[src/rtl/bffa_pkg.sv]
package bffa_pkg;

    localparam int MAP_BITS_DEF   = 1024;
    localparam int WORD_BITS_DEF  = 32;
    localparam int MAP_SIZE_RESET = 1024;
    localparam int CFG_W          = 11;
    localparam int POS_W          = 10;
    localparam int CNT_W          = 10;

    typedef enum logic {
        OP_ALLOC = 1'b0,
        OP_FREE  = 1'b1
    } op_t;

    typedef enum logic [1:0] {
        ST_OK          = 2'd0,
        ST_NOSPACE     = 2'd1,
        ST_BADRANGE    = 2'd2,
        ST_ALREADYFREE = 2'd3
    } status_t;

    // range walk flavor
    typedef enum logic [1:0] {
        MODE_CHECK,
        MODE_CLEAR,
        MODE_SET
    } mode_t;

    typedef enum logic [3:0] {
        S_CLEAR,
        S_IDLE,
        S_DISPATCH,
        S_SEEK,
        S_SCAN_RD,
        S_SCAN_EV,
        S_RANGE_RD,
        S_RANGE_EV,
        S_RESP
    } state_t;

endpackage

[src/rtl/bffa_channels.sv]
interface bffa_req_if;
    logic                            valid;
    logic                            ready;
    bffa_pkg::op_t                   op;
    logic [bffa_pkg::POS_W-1:0]      start_req;
    logic [bffa_pkg::CNT_W-1:0]      count;

    modport source (output valid, op, start_req, count, input ready);
    modport sink   (input valid, op, start_req, count, output ready);
endinterface

interface bffa_rsp_if;
    logic                            valid;
    logic                            ready;
    logic [bffa_pkg::POS_W-1:0]      position;
    bffa_pkg::status_t               status;

    modport source (output valid, position, status, input ready);
    modport sink   (input valid, position, status, output ready);
endinterface

[src/rtl/bitmap_first_fit_allocator.sv]
// Bitmap first-fit allocator.
// req channel (valid/ready): op, start_req, count. rsp channel: position, status.
// cfg_wr_en/cfg_wr_data write map_size at any edge; write it only while idle.
// One request is handled at a time; req.ready is high only in the idle state.
// Alloc scans the map word by word (RAM read, then evaluate), then marks the
// run walking down over its words, again reading then evaluating each. Free
// first steps to the word of start_req, checks the spanned words, then clears
// them, with a RAM read and an evaluate step per word in each pass. Dispatch
// and response states come on top. All timing is set by the single RAM read
// port.
// Reset: map_size goes to 1024 and the map RAM is swept to zero, one word a
// cycle (MAP_WORDS words, 32 by default); no request is taken meanwhile.
// The result goes to an output register. If rsp is stalled, the block still
// takes and works on the next request; it then waits with that result until
// the register frees up.
module bitmap_first_fit_allocator #(
    parameter int MAP_BITS  = bffa_pkg::MAP_BITS_DEF,
    parameter int WORD_BITS = bffa_pkg::WORD_BITS_DEF
) (
    input  logic                        clk,
    input  logic                        rst_n,
    input  logic                        cfg_wr_en,
    input  logic [bffa_pkg::CFG_W-1:0]  cfg_wr_data,
    bffa_req_if.sink                    req,
    bffa_rsp_if.source                  rsp
);

    localparam int MAP_WORDS = (MAP_BITS + WORD_BITS - 1) / WORD_BITS;
    localparam int AW        = (MAP_WORDS > 1) ? $clog2(MAP_WORDS) : 1;
    localparam int IW_RAW    = $clog2((MAP_WORDS + 1) * WORD_BITS) + 1;
    localparam int IW        = (IW_RAW > 12) ? IW_RAW : 12;

    // control
    bffa_pkg::state_t               state_reg, state_next;
    logic [AW-1:0]                  cur_reg, cur_next;
    logic                           out_valid_reg, out_valid_next;
    logic [bffa_pkg::CFG_W-1:0]     map_size_reg;

    // working payload
    bffa_pkg::op_t                  op_reg, op_next;
    bffa_pkg::mode_t                mode_reg, mode_next;
    logic [bffa_pkg::CNT_W-1:0]     need_reg, need_next;
    logic [IW-1:0]                  base_reg, base_next;
    logic [IW-1:0]                  run_reg, run_next;
    logic [IW-1:0]                  lo_reg, lo_next;
    logic [IW-1:0]                  hi_reg, hi_next;
    logic [AW-1:0]                  wcur_reg, wcur_next;     // first word of a free range
    logic [IW-1:0]                  wbase_reg, wbase_next;
    logic [bffa_pkg::POS_W-1:0]     res_pos_reg, res_pos_next;
    bffa_pkg::status_t              res_st_reg, res_st_next;
    logic [bffa_pkg::POS_W-1:0]     out_pos_reg, out_pos_next;
    bffa_pkg::status_t              out_st_reg, out_st_next;

    // live map size, clamped to the storage
    logic [IW-1:0]                  lsize;
    logic [IW-1:0]                  need_w;
    logic [IW-1:0]                  word_step;

    // RAM port
    logic                           ram_rd_en;
    logic                           ram_wr_en;
    logic [WORD_BITS-1:0]           ram_wr_data;
    logic [WORD_BITS-1:0]           ram_rd_data;

    // word unit
    logic                           u_hit;
    logic [IW-1:0]                  u_end;
    logic [IW-1:0]                  u_run;
    logic [WORD_BITS-1:0]           u_mask;

    assign lsize     = (IW'(map_size_reg) > IW'(MAP_BITS)) ? IW'(MAP_BITS)
                                                          : IW'(map_size_reg);
    assign need_w    = IW'(need_reg);
    assign word_step = IW'(WORD_BITS);

    bffa_ram #(
        .WIDTH (WORD_BITS),
        .DEPTH (MAP_WORDS)
    ) u_map_ram (
        .clk     (clk),
        .wr_en   (ram_wr_en),
        .wr_addr (cur_reg),
        .wr_data (ram_wr_data),
        .rd_en   (ram_rd_en),
        .rd_addr (cur_reg),
        .rd_data (ram_rd_data)
    );

    bffa_word_unit #(
        .WORD_BITS (WORD_BITS),
        .IW        (IW)
    ) u_word_unit (
        .word     (ram_rd_data),
        .base     (base_reg),
        .lim      (lsize - IW'(1)),
        .need     (need_w),
        .run      (run_reg),
        .lo       (lo_reg),
        .hi       (hi_reg),
        .hit      (u_hit),
        .hit_end  (u_end),
        .run_next (u_run),
        .mask     (u_mask)
    );

    assign req.ready    = (state_reg == bffa_pkg::S_IDLE);
    assign rsp.valid    = out_valid_reg;
    assign rsp.position = out_pos_reg;
    assign rsp.status   = out_st_reg;

    always_comb
    begin
        state_next     = state_reg;
        cur_next       = cur_reg;
        out_valid_next = out_valid_reg;
        op_next        = op_reg;
        mode_next      = mode_reg;
        need_next      = need_reg;
        base_next      = base_reg;
        run_next       = run_reg;
        lo_next        = lo_reg;
        hi_next        = hi_reg;
        wcur_next      = wcur_reg;
        wbase_next     = wbase_reg;
        res_pos_next   = res_pos_reg;
        res_st_next    = res_st_reg;
        out_pos_next   = out_pos_reg;
        out_st_next    = out_st_reg;
        ram_rd_en      = 1'b0;
        ram_wr_en      = 1'b0;
        ram_wr_data    = '0;

        if (out_valid_reg && rsp.ready)
        begin
            out_valid_next = 1'b0;
        end

        case (state_reg)
            bffa_pkg::S_CLEAR:
            begin
                // post-reset sweep, zero one word per cycle
                ram_wr_en = 1'b1;
                if (cur_reg == AW'(MAP_WORDS - 1))
                begin
                    cur_next   = '0;
                    state_next = bffa_pkg::S_IDLE;
                end
                else
                begin
                    cur_next = cur_reg + AW'(1);
                end
            end

            bffa_pkg::S_IDLE:
            begin
                if (req.valid)
                begin
                    op_next    = req.op;
                    lo_next    = IW'(req.start_req);
                    need_next  = req.count;
                    state_next = bffa_pkg::S_DISPATCH;
                end
            end

            bffa_pkg::S_DISPATCH:
            begin
                cur_next     = '0;
                base_next    = '0;
                run_next     = '0;
                res_pos_next = '0;
                if (need_reg == '0)
                begin
                    res_st_next = bffa_pkg::ST_BADRANGE;
                    state_next  = bffa_pkg::S_RESP;
                end
                else if (op_reg == bffa_pkg::OP_ALLOC)
                begin
                    if (need_w >= lsize)
                    begin
                        res_st_next = bffa_pkg::ST_NOSPACE;
                        state_next  = bffa_pkg::S_RESP;
                    end
                    else
                    begin
                        state_next = bffa_pkg::S_SCAN_RD;
                    end
                end
                else
                begin
                    if (lo_reg + need_w >= lsize)
                    begin
                        res_st_next = bffa_pkg::ST_BADRANGE;
                        state_next  = bffa_pkg::S_RESP;
                    end
                    else
                    begin
                        hi_next    = lo_reg + need_w - IW'(1);
                        mode_next  = bffa_pkg::MODE_CHECK;
                        state_next = bffa_pkg::S_SEEK;
                    end
                end
            end

            bffa_pkg::S_SEEK:
            begin
                // step up to the word holding start_req
                if (base_reg + word_step <= lo_reg)
                begin
                    cur_next  = cur_reg + AW'(1);
                    base_next = base_reg + word_step;
                end
                else
                begin
                    wcur_next  = cur_reg;
                    wbase_next = base_reg;
                    state_next = bffa_pkg::S_RANGE_RD;
                end
            end

            bffa_pkg::S_SCAN_RD:
            begin
                if (base_reg >= lsize - IW'(1))
                begin
                    res_st_next = bffa_pkg::ST_NOSPACE;
                    state_next  = bffa_pkg::S_RESP;
                end
                else
                begin
                    ram_rd_en  = 1'b1;
                    state_next = bffa_pkg::S_SCAN_EV;
                end
            end

            bffa_pkg::S_SCAN_EV:
            begin
                if (u_hit)
                begin
                    // run found: mark it walking down from this word
                    hi_next      = u_end;
                    lo_next      = u_end + IW'(1) - need_w;
                    res_pos_next = bffa_pkg::POS_W'(u_end + IW'(1) - need_w);
                    mode_next    = bffa_pkg::MODE_SET;
                    state_next   = bffa_pkg::S_RANGE_RD;
                end
                else
                begin
                    run_next   = u_run;
                    cur_next   = cur_reg + AW'(1);
                    base_next  = base_reg + word_step;
                    state_next = bffa_pkg::S_SCAN_RD;
                end
            end

            bffa_pkg::S_RANGE_RD:
            begin
                ram_rd_en  = 1'b1;
                state_next = bffa_pkg::S_RANGE_EV;
            end

            bffa_pkg::S_RANGE_EV:
            begin
                case (mode_reg)
                    bffa_pkg::MODE_CHECK:
                    begin
                        if ((~ram_rd_data & u_mask) != '0)
                        begin
                            res_st_next = bffa_pkg::ST_ALREADYFREE;
                            state_next  = bffa_pkg::S_RESP;
                        end
                        else if (base_reg + word_step > hi_reg)
                        begin
                            // all used: second pass clears
                            cur_next   = wcur_reg;
                            base_next  = wbase_reg;
                            mode_next  = bffa_pkg::MODE_CLEAR;
                            state_next = bffa_pkg::S_RANGE_RD;
                        end
                        else
                        begin
                            cur_next   = cur_reg + AW'(1);
                            base_next  = base_reg + word_step;
                            state_next = bffa_pkg::S_RANGE_RD;
                        end
                    end

                    bffa_pkg::MODE_CLEAR:
                    begin
                        ram_wr_en   = 1'b1;
                        ram_wr_data = ram_rd_data & ~u_mask;
                        if (base_reg + word_step > hi_reg)
                        begin
                            res_st_next = bffa_pkg::ST_OK;
                            state_next  = bffa_pkg::S_RESP;
                        end
                        else
                        begin
                            cur_next   = cur_reg + AW'(1);
                            base_next  = base_reg + word_step;
                            state_next = bffa_pkg::S_RANGE_RD;
                        end
                    end

                    bffa_pkg::MODE_SET:
                    begin
                        ram_wr_en   = 1'b1;
                        ram_wr_data = ram_rd_data | u_mask;
                        if (base_reg <= lo_reg)
                        begin
                            res_st_next = bffa_pkg::ST_OK;
                            state_next  = bffa_pkg::S_RESP;
                        end
                        else
                        begin
                            cur_next   = cur_reg - AW'(1);
                            base_next  = base_reg - word_step;
                            state_next = bffa_pkg::S_RANGE_RD;
                        end
                    end

                    default:
                    begin
                        state_next = bffa_pkg::S_RESP;
                    end
                endcase
            end

            bffa_pkg::S_RESP:
            begin
                // hand over once the output register is free
                if (!out_valid_reg || rsp.ready)
                begin
                    out_valid_next = 1'b1;
                    out_pos_next   = res_pos_reg;
                    out_st_next    = res_st_reg;
                    state_next     = bffa_pkg::S_IDLE;
                end
            end

            default:
            begin
                state_next = bffa_pkg::S_IDLE;
            end
        endcase
    end

    always_ff @(posedge clk or negedge rst_n)
    begin
        if (!rst_n)
        begin
            state_reg     <= bffa_pkg::S_CLEAR;
            cur_reg       <= '0;
            out_valid_reg <= 1'b0;
            map_size_reg  <= bffa_pkg::CFG_W'(bffa_pkg::MAP_SIZE_RESET);
        end
        else
        begin
            state_reg     <= state_next;
            cur_reg       <= cur_next;
            out_valid_reg <= out_valid_next;
            if (cfg_wr_en)
            begin
                map_size_reg <= cfg_wr_data;
            end
        end
    end

    always_ff @(posedge clk)
    begin
        op_reg      <= op_next;
        mode_reg    <= mode_next;
        need_reg    <= need_next;
        base_reg    <= base_next;
        run_reg     <= run_next;
        lo_reg      <= lo_next;
        hi_reg      <= hi_next;
        wcur_reg    <= wcur_next;
        wbase_reg   <= wbase_next;
        res_pos_reg <= res_pos_next;
        res_st_reg  <= res_st_next;
        out_pos_reg <= out_pos_next;
        out_st_reg  <= out_st_next;
    end

endmodule

[src/rtl/bffa_ram.sv]
module bffa_ram #(
    parameter int WIDTH = 32,
    parameter int DEPTH = 32,
    localparam int AW   = (DEPTH > 1) ? $clog2(DEPTH) : 1
) (
    input  logic                  clk,
    input  logic                  wr_en,
    input  logic [AW-1:0]         wr_addr,
    input  logic [WIDTH-1:0]      wr_data,
    input  logic                  rd_en,
    input  logic [AW-1:0]         rd_addr,
    output logic [WIDTH-1:0]      rd_data
);

    logic [WIDTH-1:0] mem [DEPTH];

    always_ff @(posedge clk)
    begin
        if (wr_en)
        begin
            mem[wr_addr] <= wr_data;
        end
        if (rd_en)
        begin
            rd_data <= mem[rd_addr];
        end
    end

endmodule

[src/rtl/bffa_word_unit.sv]
// Per-word evaluator: run search for alloc, bit mask for range walks.
module bffa_word_unit #(
    parameter int WORD_BITS = 32,
    parameter int IW        = 12
) (
    input  logic [WORD_BITS-1:0] word,
    input  logic [IW-1:0]        base,
    input  logic [IW-1:0]        lim,
    input  logic [IW-1:0]        need,
    input  logic [IW-1:0]        run,
    input  logic [IW-1:0]        lo,
    input  logic [IW-1:0]        hi,
    output logic                 hit,
    output logic [IW-1:0]        hit_end,
    output logic [IW-1:0]        run_next,
    output logic [WORD_BITS-1:0] mask
);

    logic [WORD_BITS-1:0] eu;
    logic [WORD_BITS-1:0] hit_vec;
    logic [IW-1:0]        len [WORD_BITS];
    logic [IW-1:0]        hit_off;

    // bits at or past the last usable bit count as used
    always_comb
    begin
        for (int k = 0; k < WORD_BITS; k++)
        begin
            eu[k]   = word[k] | ((base + IW'(k)) >= lim);
            mask[k] = ((base + IW'(k)) >= lo) && ((base + IW'(k)) <= hi);
        end
    end

    // free run length ending at each bit
    always_comb
    begin
        logic          found;
        logic [IW-1:0] lu;
        for (int b = 0; b < WORD_BITS; b++)
        begin
            found = 1'b0;
            lu    = '0;
            for (int j = 0; j < WORD_BITS; j++)
            begin
                if (j <= b && eu[j])
                begin
                    found = 1'b1;
                    lu    = IW'(j);
                end
            end
            len[b]     = found ? (IW'(b) - lu) : (run + IW'(b) + IW'(1));
            hit_vec[b] = (len[b] >= need);
        end
    end

    always_comb
    begin
        hit_off = '0;
        for (int b = WORD_BITS - 1; b >= 0; b--)
        begin
            if (hit_vec[b])
            begin
                hit_off = IW'(b);
            end
        end
    end

    assign hit      = |hit_vec;
    assign hit_end  = base + hit_off;
    assign run_next = len[WORD_BITS-1];

endmodule

[src/flat_wrapper.sv]
// flat-port wrapper written by rule: the top's interface ports become plain ports
module bitmap_first_fit_allocator_flat 
#(
    parameter int MAP_BITS  = bffa_pkg::MAP_BITS_DEF,
    parameter int WORD_BITS = bffa_pkg::WORD_BITS_DEF
)
  (clk, rst_n, cfg_wr_en, cfg_wr_data, req_valid, req_op, req_start_req, req_count, req_ready, rsp_valid, rsp_position, rsp_status, rsp_ready);
  bffa_req_if req_i ();
  bffa_rsp_if rsp_i ();
  input  logic clk;
  input  logic rst_n;
  input  logic cfg_wr_en;
  input  logic [bffa_pkg::CFG_W-1:0] cfg_wr_data;
  input wire logic [$bits(req_i.valid)-1:0] req_valid;
  input wire logic [$bits(req_i.op)-1:0] req_op;
  input wire logic [$bits(req_i.start_req)-1:0] req_start_req;
  input wire logic [$bits(req_i.count)-1:0] req_count;
  output wire logic [$bits(req_i.ready)-1:0] req_ready;
  output wire logic [$bits(rsp_i.valid)-1:0] rsp_valid;
  output wire logic [$bits(rsp_i.position)-1:0] rsp_position;
  output wire logic [$bits(rsp_i.status)-1:0] rsp_status;
  input wire logic [$bits(rsp_i.ready)-1:0] rsp_ready;
  assign req_i.valid = req_valid;
  assign req_i.op = req_op;
  assign req_i.start_req = req_start_req;
  assign req_i.count = req_count;
  assign req_ready = req_i.ready;
  assign rsp_valid = rsp_i.valid;
  assign rsp_position = rsp_i.position;
  assign rsp_status = rsp_i.status;
  assign rsp_i.ready = rsp_ready;
  bitmap_first_fit_allocator #(.MAP_BITS(MAP_BITS), .WORD_BITS(WORD_BITS)) u_core (.clk(clk), .rst_n(rst_n), .cfg_wr_en(cfg_wr_en), .cfg_wr_data(cfg_wr_data), .req(req_i), .rsp(rsp_i));
endmodule
[config.mk]
export PLATFORM = sky130hd
export DESIGN_NAME = bitmap_first_fit_allocator_flat
export DESIGN_NICKNAME = d
export VERILOG_FILES = /design/src/rtl/bffa_pkg.sv /design/src/rtl/bffa_channels.sv /design/src/rtl/bitmap_first_fit_allocator.sv /design/src/rtl/bffa_ram.sv /design/src/rtl/bffa_word_unit.sv /design/src/flat_wrapper.sv
export SDC_FILE = /design/constraint.sdc
export NUM_CORES = 2
export LEC_CHECK = 0
export BUFFER_PORTS_ARGS = -buffer_cell sky130_fd_sc_hd__buf_2
export CAP_MARGIN = 40
export CORE_MARGIN = 2
export CORE_UTILIZATION = 30
export CTS_CLUSTER_SIZE = 10
export DETAILED_ROUTE_END_ITERATION = 10
export RECOVER_POWER = 25
export SYNTH_ARGS = -nofsm -noshare
export SYNTH_HDL_FRONTEND = slang
export SYNTH_HIERARCHICAL = 1
export SYNTH_SLANG_ARGS = --single-unit
[constraint.sdc]
create_clock -name clk -period 15.7 [get_ports clk]
set_clock_uncertainty 0.1 [all_clocks]
set_input_delay 3.14 -clock clk [delete_from_list [all_inputs] [get_ports clk]]
set_output_delay 3.14 -clock clk [all_outputs]
set_load 0.05 [all_outputs]
* Word-level counts from Yosys, hierarchy flattened
Memory sizes are Yosys's and may differ from the RTL's. A register that Yosys moved wholly into a read port is not among the register bits.
Index checks and enable logic that the tools add are counted.
Widths: inputs -> output; s select.
** Storage, ports and cells
- Register bits :: 123
- Memory bits (writable) :: 1024
- Input bits :: 37
- Output and inout bits :: 14
- Logic and storage cells :: 618
- Memories :: 1
** Operators by class
- Add/sub/neg operators :: 134
- $lt $le $gt $ge :: 134
- Eq/ne operators :: 34
- Muxes and demuxes :: 201
- Bitwise logic cells :: 38
- Reductions and logical operators :: 59
** Memories
- u_core.u_map_ram.mem :: words 32, bits a word 32, rd ports 1, clocked after Yosys merged registers in 1, write ports 1, line bffa_ram.sv:15 : logic [WIDTH-1:0] mem [DEPTH];
** Operators with widths (number)
- $mux 12 :: 75
- $ge 12x12->1 :: 65
- $add 12x1->12 const B :: 34
- $le 12x12->1 :: 34
- $add 12x5->12 const B :: 32
- $ge 12x10->1 :: 32
- $mux 5 :: 39
- $add 12x4->12 const B :: 16
- $sub 5x12->12 const A :: 16
- $add 12x3->12 const B :: 8
- $sub 4x12->12 const A :: 8
- $pmux 12 s2 :: 3
- $and 32x32->32 :: 2
- $not 32->32 :: 2
- $pmux 32 s2 :: 1
- $add 12x2->12 const B :: 4
- $mux 4 :: 12
- $pmux 12 s4 :: 1
- $sub 3x12->12 const A :: 4
- $mux 1 :: 40
- $pmux 12 s3 :: 1
- $pmux 4 s9 :: 1
- $logic_and 1x1->1 :: 33
- $mux 2 :: 16
- 57 further kinds :: 121

* Logic depth before layout (Yosys ltp)
- Word-level depth :: 76
- Mapped depth :: 58
- Depth with buffers taken out :: 58

* By module
Netlist, hierarchy kept.
** Modules (own cells, without submodules)
- bffa_ram :: instances 1, cells each 2260, area an instance 40812.9 sq um, seq. area each 31710.4 sq um
- bffa_word_unit :: instances 1, cells each 5162, area an instance 39266.4 sq um, seq. area each 0.0 sq um
- bitmap_first_fit_allocator :: instances 1, cells each 974, area an instance 9345.2 sq um, seq. area each 3589.7 sq um

* Worst setup path after synthesis
OpenSTA, ideal clock, no wires.
- Path kind :: reg2reg
- Start point :: register u_core/map_size_reg[2] in the netlist's numbering
- End point :: register u_core.lo_reg[8] (data pin)
- Setup time :: 260 ps
- Data arrival time :: 11372 ps
- Required time :: 15340 ps
- Path slack :: 3968 ps
- Stages on the path, launching flop included :: 53
- Path buffers :: 2
- Period minus slack after synthesis :: 11732 ps
- Cells stage by stage :: dfrtp_1 > nor3_1 > nand2_1 > or3_1 > or3_1 > o21ai_2 > nand2_1 > ha_1 > a21bo_2 > mux2_1 > inv_1 > ha_1 > a2111oi_2 > inv_2 > o32ai_1 > a31o_1 > buf_2 > and4_1 > (+17 left out) > a41oi_1 > o31ai_1 > a21oi_1 > ha_1 > inv_1 > fa_1 > inv_1 > a21oi_1 > o21bai_1 > xor2_1 > ha_1 > ha_1 > inv_1 > o21ai_0 > a2111oi_0 > nor3_1 > xor2_1 > mux2_2
** On the way
- Word-level cells in the longest chain between the ends :: 76
- Elaborated cells on any way between the ends :: 262
- Those cells by class :: add/sub: 35; order compare: 65; mux: 130; bitwise: 32
** RTL lines
- from (decl) :: line bitmap_first_fit_allocator.sv:37 : logic [bffa_pkg::CFG_W-1:0] map_size_reg;
- from (signal assigned) :: line bitmap_first_fit_allocator.sv:353 : map_size_reg <= bffa_pkg::CFG_W'(bffa_pkg::MAP_SIZE_RESET);
- from (signal assigned) :: line bitmap_first_fit_allocator.sv:362 : map_size_reg <= cfg_wr_data;
- $gt 11x11->1 :: line bitmap_first_fit_allocator.sv:71 : assign lsize = (IW'(map_size_reg) > IW'(MAP_BITS)) ? IW'(MAP_BITS)
- $mux 11 * :: line bitmap_first_fit_allocator.sv:71
- $sub 12x1->12 * :: line bitmap_first_fit_allocator.sv:95 : .lim (lsize - IW'(1)),
- $ge 12x12->1 :: line bffa_word_unit.sv:29 : eu[k] = word[k] | ((base + IW'(k)) >= lim);
- $or 1x1->1 :: line bffa_word_unit.sv:29
- $mux 1 :: line bffa_word_unit.sv:45 : if (j <= b && eu[j])
- $mux 12 or $mux 1 (tied branches) (30 in series) :: line bffa_word_unit.sv:45
- $sub 5x12->12 or $mux 1 (tied branches) :: line bffa_word_unit.sv:51, bffa_word_unit.sv:45
- (+33 left out)
- $mux 5 * :: line bffa_word_unit.sv:61 : if (hit_vec[b])
- $add 12x5->12 * :: line bffa_word_unit.sv:69 : assign hit_end = base + hit_off;
- via u_core.u_end[4] :: line bitmap_first_fit_allocator.sv:67 : logic [IW-1:0] u_end;
- $add 12x1->12 * :: line bitmap_first_fit_allocator.sv:240 : lo_next = u_end + IW'(1) - need_w;
- $sub 12x10->12 * :: line bitmap_first_fit_allocator.sv:240
- $mux 12 * :: line bitmap_first_fit_allocator.sv:236 : if (u_hit)
- $pmux 12 s2 * :: line bitmap_first_fit_allocator.sv:138 : case (state_reg)
- via u_core.lo_next[8] :: line bitmap_first_fit_allocator.sv:45 : logic [IW-1:0] lo_reg, lo_next;
- to (signal assigned) :: line bitmap_first_fit_allocator.sv:374 : lo_reg <= lo_next;
- to (decl) :: line bitmap_first_fit_allocator.sv:45
Mark *: on every way through the listed nets, which the timed path passes. The rest lies on a longest branch. The select of a mux whose other input is x is not followed.
A chain may end at the register's enable or synchronous reset.

* Worst setup path after layout
- Start point :: register u_core.base_reg[10]
- End point :: register u_core.lo_reg[8] (data pin)
** On the way
- Word-level cells in the longest chain between the ends :: 74
- Elaborated cells on any way between the ends :: 290
- Those cells by class :: add/sub: 65; order compare: 64; mux: 129; bitwise: 32
** RTL lines
- from (decl) :: line bitmap_first_fit_allocator.sv:43 : logic [IW-1:0] base_reg, base_next;
- from (signal assigned) :: line bitmap_first_fit_allocator.sv:372 : base_reg <= base_next;
- $add 12x1->12 :: line bffa_word_unit.sv:29
- $ge 12x12->1 :: line bffa_word_unit.sv:29
- $or 1x1->1 :: line bffa_word_unit.sv:29
- $mux 1 :: line bffa_word_unit.sv:45
- $mux 12 (30 in series) :: line bffa_word_unit.sv:45
- $sub 5x12->12 :: line bffa_word_unit.sv:51 : len[b] = found ? (IW'(b) - lu) : (run + IW'(b) + IW'(1));
- $mux 12 :: line bffa_word_unit.sv:51
- $ge 12x10->1 :: line bffa_word_unit.sv:52 : hit_vec[b] = (len[b] >= need);
- $mux 5 (31 in series) :: line bffa_word_unit.sv:61
- $mux 5 * :: line bffa_word_unit.sv:61
- $add 12x5->12 * :: line bffa_word_unit.sv:69
- via u_core.u_end[1] :: line bitmap_first_fit_allocator.sv:67
- $add 12x1->12 * :: line bitmap_first_fit_allocator.sv:240
- $sub 12x10->12 * :: line bitmap_first_fit_allocator.sv:240
- $mux 12 * :: line bitmap_first_fit_allocator.sv:236
- $pmux 12 s2 * :: line bitmap_first_fit_allocator.sv:138
- via u_core.lo_next[8] :: line bitmap_first_fit_allocator.sv:45
Marks and branches as above.

==> impl_metrics.json <==
{
  "drc": 0,
  "yosysWarnings": 6,
  "ys_seq_area_frac": 0.3947,
  "relSlewSlack": -1.441,
  "seqPwrFrac": 0.287,
  "final_common_cell": "ha_1",
  "drive_gt1_frac": 0.07456,
  "crit_top_cell": "ha_1",
  "grt_start_max_net_pins": 130,
  "finalCritPeriodShare": 0.9596,
  "placed_cells": 12331,
  "pwr-share-comb": 0.500,
  "finalPower_mw": 13.67,
  "via_per_inst": 5.650,
  "syn-cell-area_um2": 89420,
  "root_buffer": "clkbuf_16",
  "grt_pass1_vias": 69715,
  "grtUsageTotal": 0.2148,
  "ios": 51,
  "top_usage_layer": "met2",
  "start_util": 0.3013,
  "fin_nets": 10023,
  "dieWidth_um": 550.0,
  "max_clock_freq_ghz": 0.06638,
  "whs_ns": 0.3133,
  "cp.arrival_ns": 15.49,
  "slew_violations": 819,
  "antenna_found_initial": 11,
  "crit_slowest_cell": "clkbuf_1",
  "use_met2": 0.3460,
  "clockBufferDepth": 4,
  "period_needed_ns": 15.07,
  "rsz0062_at_grt": "no",
  "p_leak_nw": 41.40,
  "hold_viol_final": 0,
  "reg_top3": "u_core/u_map_ram/mem x1024, u_core/u_map_ram/rd_data x32",
  "power_per_cell_area_nw_per_um2": 137.1,
  "worst_pin_slew_ns": 3.662,
  "gr-total-overflow": 0,
  "nFillCells": 29717,
  "hp-class": "reg -> reg",
  "ff2ff_setup_slack_ns": 0.63,
  "cap_viol_max_count": 31,
  "tns_ns": 0,
  "switching_share": 0.4241,
  "drt_iter0_markers": 6694,
  "drt.antenna.violating_nets": 0,
  "synth_edf_count": 1158,
  "cts_tree": "built",
  "core_area_um2": 296800,
  "regMostFlops": "u_core/u_map_ram/mem",
  "synth.avg_cell_area_um2": 10.65,
  "htreeDepth": 4,
  "cp-start-kind": "register",
  "hpwl_um": 230400,
  "status": "complete, but fails checks",
  "max-vdd-ir-drop_v": 0.0001263,
  "clock_latency_ns": 0.81,
  "wl_per_cell_um": 26.73,
  "grt_pass1_wl_um": 481700,
  "die_area_um2": 302500,
  "die_h_um": 550.0,
  "slowest_delay_ns": 2.62,
  "grtUsageMet3": 0.03528,
  "ctsHoldBuffers": 0,
  "cp-end-kind": "register",
  "syn_to_final_growth_pct": 11.46,
  "cp_max_fo": 30,
  "cp.required_ns": 16.12,
  "postCtsSetupBuffers": 0,
  "grt_use_met1": 0.2805,
  "wirelength_um": 334500,
  "setup_viol": 0,
  "postSynth.asyncResetShare": 0.01781,
  "synth_cell_type_count": 121,
  "p_switching_mw": 5.796,
  "p_clk_frac": 0.213,
  "p_int_mw": 7.871,
  "gp_congestion": 0.9880,
  "multi_input_area_um2": 52010,
  "final_cell_mix": "ha_1, edfxtp_1, a21oi_1, nor2_1, mux2i_1",
  "drt_pre_antenna_iters": 7,
  "portBuffers": 50,
  "cts.sinks": 1179,
  "ctsResizeCount": 0,
  "clk_pin_slew_worst_paths_ns": 0.06,
  "postLayoutCoreUtil": 0.3358,
  "rows": 200,
  "cts_buffers": 148,
  "layout.cells.non_filler": 12513,
  "violations": "capacitance limit, slew limit",
  "syn_inst": 8396,
  "critPathKind": "reg -> reg",
  "ys_ff_latch": 1179,
  "synth_ff_type": "edfxtp_1",
  "register_area_um2": 35300,
  "largest_reg_flops": 1024,
  "via_count": 70698
}
cells in the mapped netlist (18+ instances only):
cell type / number / share of area
nor3_1: 106 / 0.0059
edfxtp_1: 1158 / 0.39
a211oi_1: 70 / 0.0059
or3_1: 34 / 0.0024
a21o_1: 314 / 0.026
nor2b_1: 130 / 0.0091
a31oi_1: 91 / 0.0064
a21oi_1: 611 / 0.034
nor2_1: 639 / 0.027
nand4_1: 93 / 0.0065
o21ai_1: 19 / 0.0011
mux2i_1: 566 / 0.063
ha_1: 1437 / 0.20
nor4_1: 19 / 0.0013
and3_1: 46 / 0.0032
o31ai_1: 20 / 0.0017
clkbuf_1: 195 / 0.0082
buf_4: 35 / 0.0029
nand3_1: 213 / 0.012
and2_1: 40 / 0.0028
buf_2: 44 / 0.0025
xor2_1: 261 / 0.026
o2111ai_1: 36 / 0.0035
nand2b_1: 107 / 0.0075
a2111oi_0: 42 / 0.0041
o21a_1: 63 / 0.0053
o221ai_1: 21 / 0.0021
xnor2_1: 276 / 0.027
or2_2: 23 / 0.0016
a22o_1: 67 / 0.0066
a211o_1: 22 / 0.0022
o211ai_1: 53 / 0.0044
buf_1: 34 / 0.0014
nand2_1: 518 / 0.022
inv_1: 235 / 0.0099
o22ai_1: 25 / 0.0017
a22oi_1: 105 / 0.0088
o21ai_0: 331 / 0.019
dfrtp_1: 20 / 0.0056
o21bai_1: 19 / 0.0016
mux2_2: 18 / 0.0023
power groups by stage:
stage | clock [mW] | combinational [mW] | sequential [mW]
3_5_place_dp | 0 | 6.69 | 3.97
2_1_floorplan | 0 | 4.38 | 3.93
4_1_cts | 2.99 | 6.73 | 3.91
5_1_grt | 3.11 | 7.37 | 3.94
6_report | 2.92 | 6.83 | 3.92
3_3_place_gp | 0 | 6.52 | 3.97
worst max-delay path, delay by kind of cell (launching register included):
family	cells	cell delay [ns]
compound gates	19	5.26
buf+inv	6	3.22
simple gates	9	2.86
fa+ha+maj	6	1.89
xor+xnor	2	0.69
flops	1	0.47
mux	1	0.27
worst paths after layout:
path	to	startpoint	depth (start not counted)
worst max-delay path	u_core/lo_reg[8]	u_core/base_reg[10]	43
worst min-delay path	u_core/rsp.position[8]	u_core/res_pos_reg[8]	0
worst max register to register	u_core/lo_reg[8]	u_core/base_reg[10]	43
worst min register to register	u_core/rsp.position[8]	u_core/res_pos_reg[8]	0
max in group asynchronous	u_core/cur_reg[0]	rst_n	1
min in group asynchronous	u_core/cur_reg[2]	rst_n	1
area by class of cell:
type | instances | share of cell area
antenna | 4 | 0.0001004
clock buffer | 160 | 0.03792
clock inverter | 14 | 0.001356
inverter | 243 | 0.009152
multi-input combinational | 6647 | 0.5219
sequential | 1179 | 0.3542
tap | 3939 | 0.04945
timing repair buffer | 327 | 0.02595
stage by stage:
step | worst slack [ns] | cell area (µm²)
2_1_floorplan | 3.968 | 89430
3_3_place_gp | 1.380 | 95140
3_5_place_dp | 1.213 | 95940
4_1_cts | 1.152 | 99850
5_1_grt | 0.1982 | 99660
6_report | 0.6350 | 99670
metal layers:
| metal | wire, µm | vias up |
|---|---|---|
| met3 | 26850 | 846 |
| met5 | 95 | - |
| li1 | - | 31908 |
| met2 | 150300 | 3154 |
| met1 | 139000 | 34778 |
| met4 | 18240 | 12 |
cells by family (layout without fill, tap and decap cells):
kind of cell             count (synthesis)  count (layout)  synth area share
AO/OA/AOI/OAI                         2036            2036            0.1484
XOR/XNOR                               537             537           0.05259
adder cells (fa/ha/maj)               1440            1440            0.2017
buffers and inverters                  571             744           0.02769
flip-flops                            1179            1179            0.3947
multiplexers                           585             585           0.06575
other                                    1               6        0.00004193
AND/OR/NAND/NOR                       2047            2047            0.1090
Power figures use the tool's default switching activity.
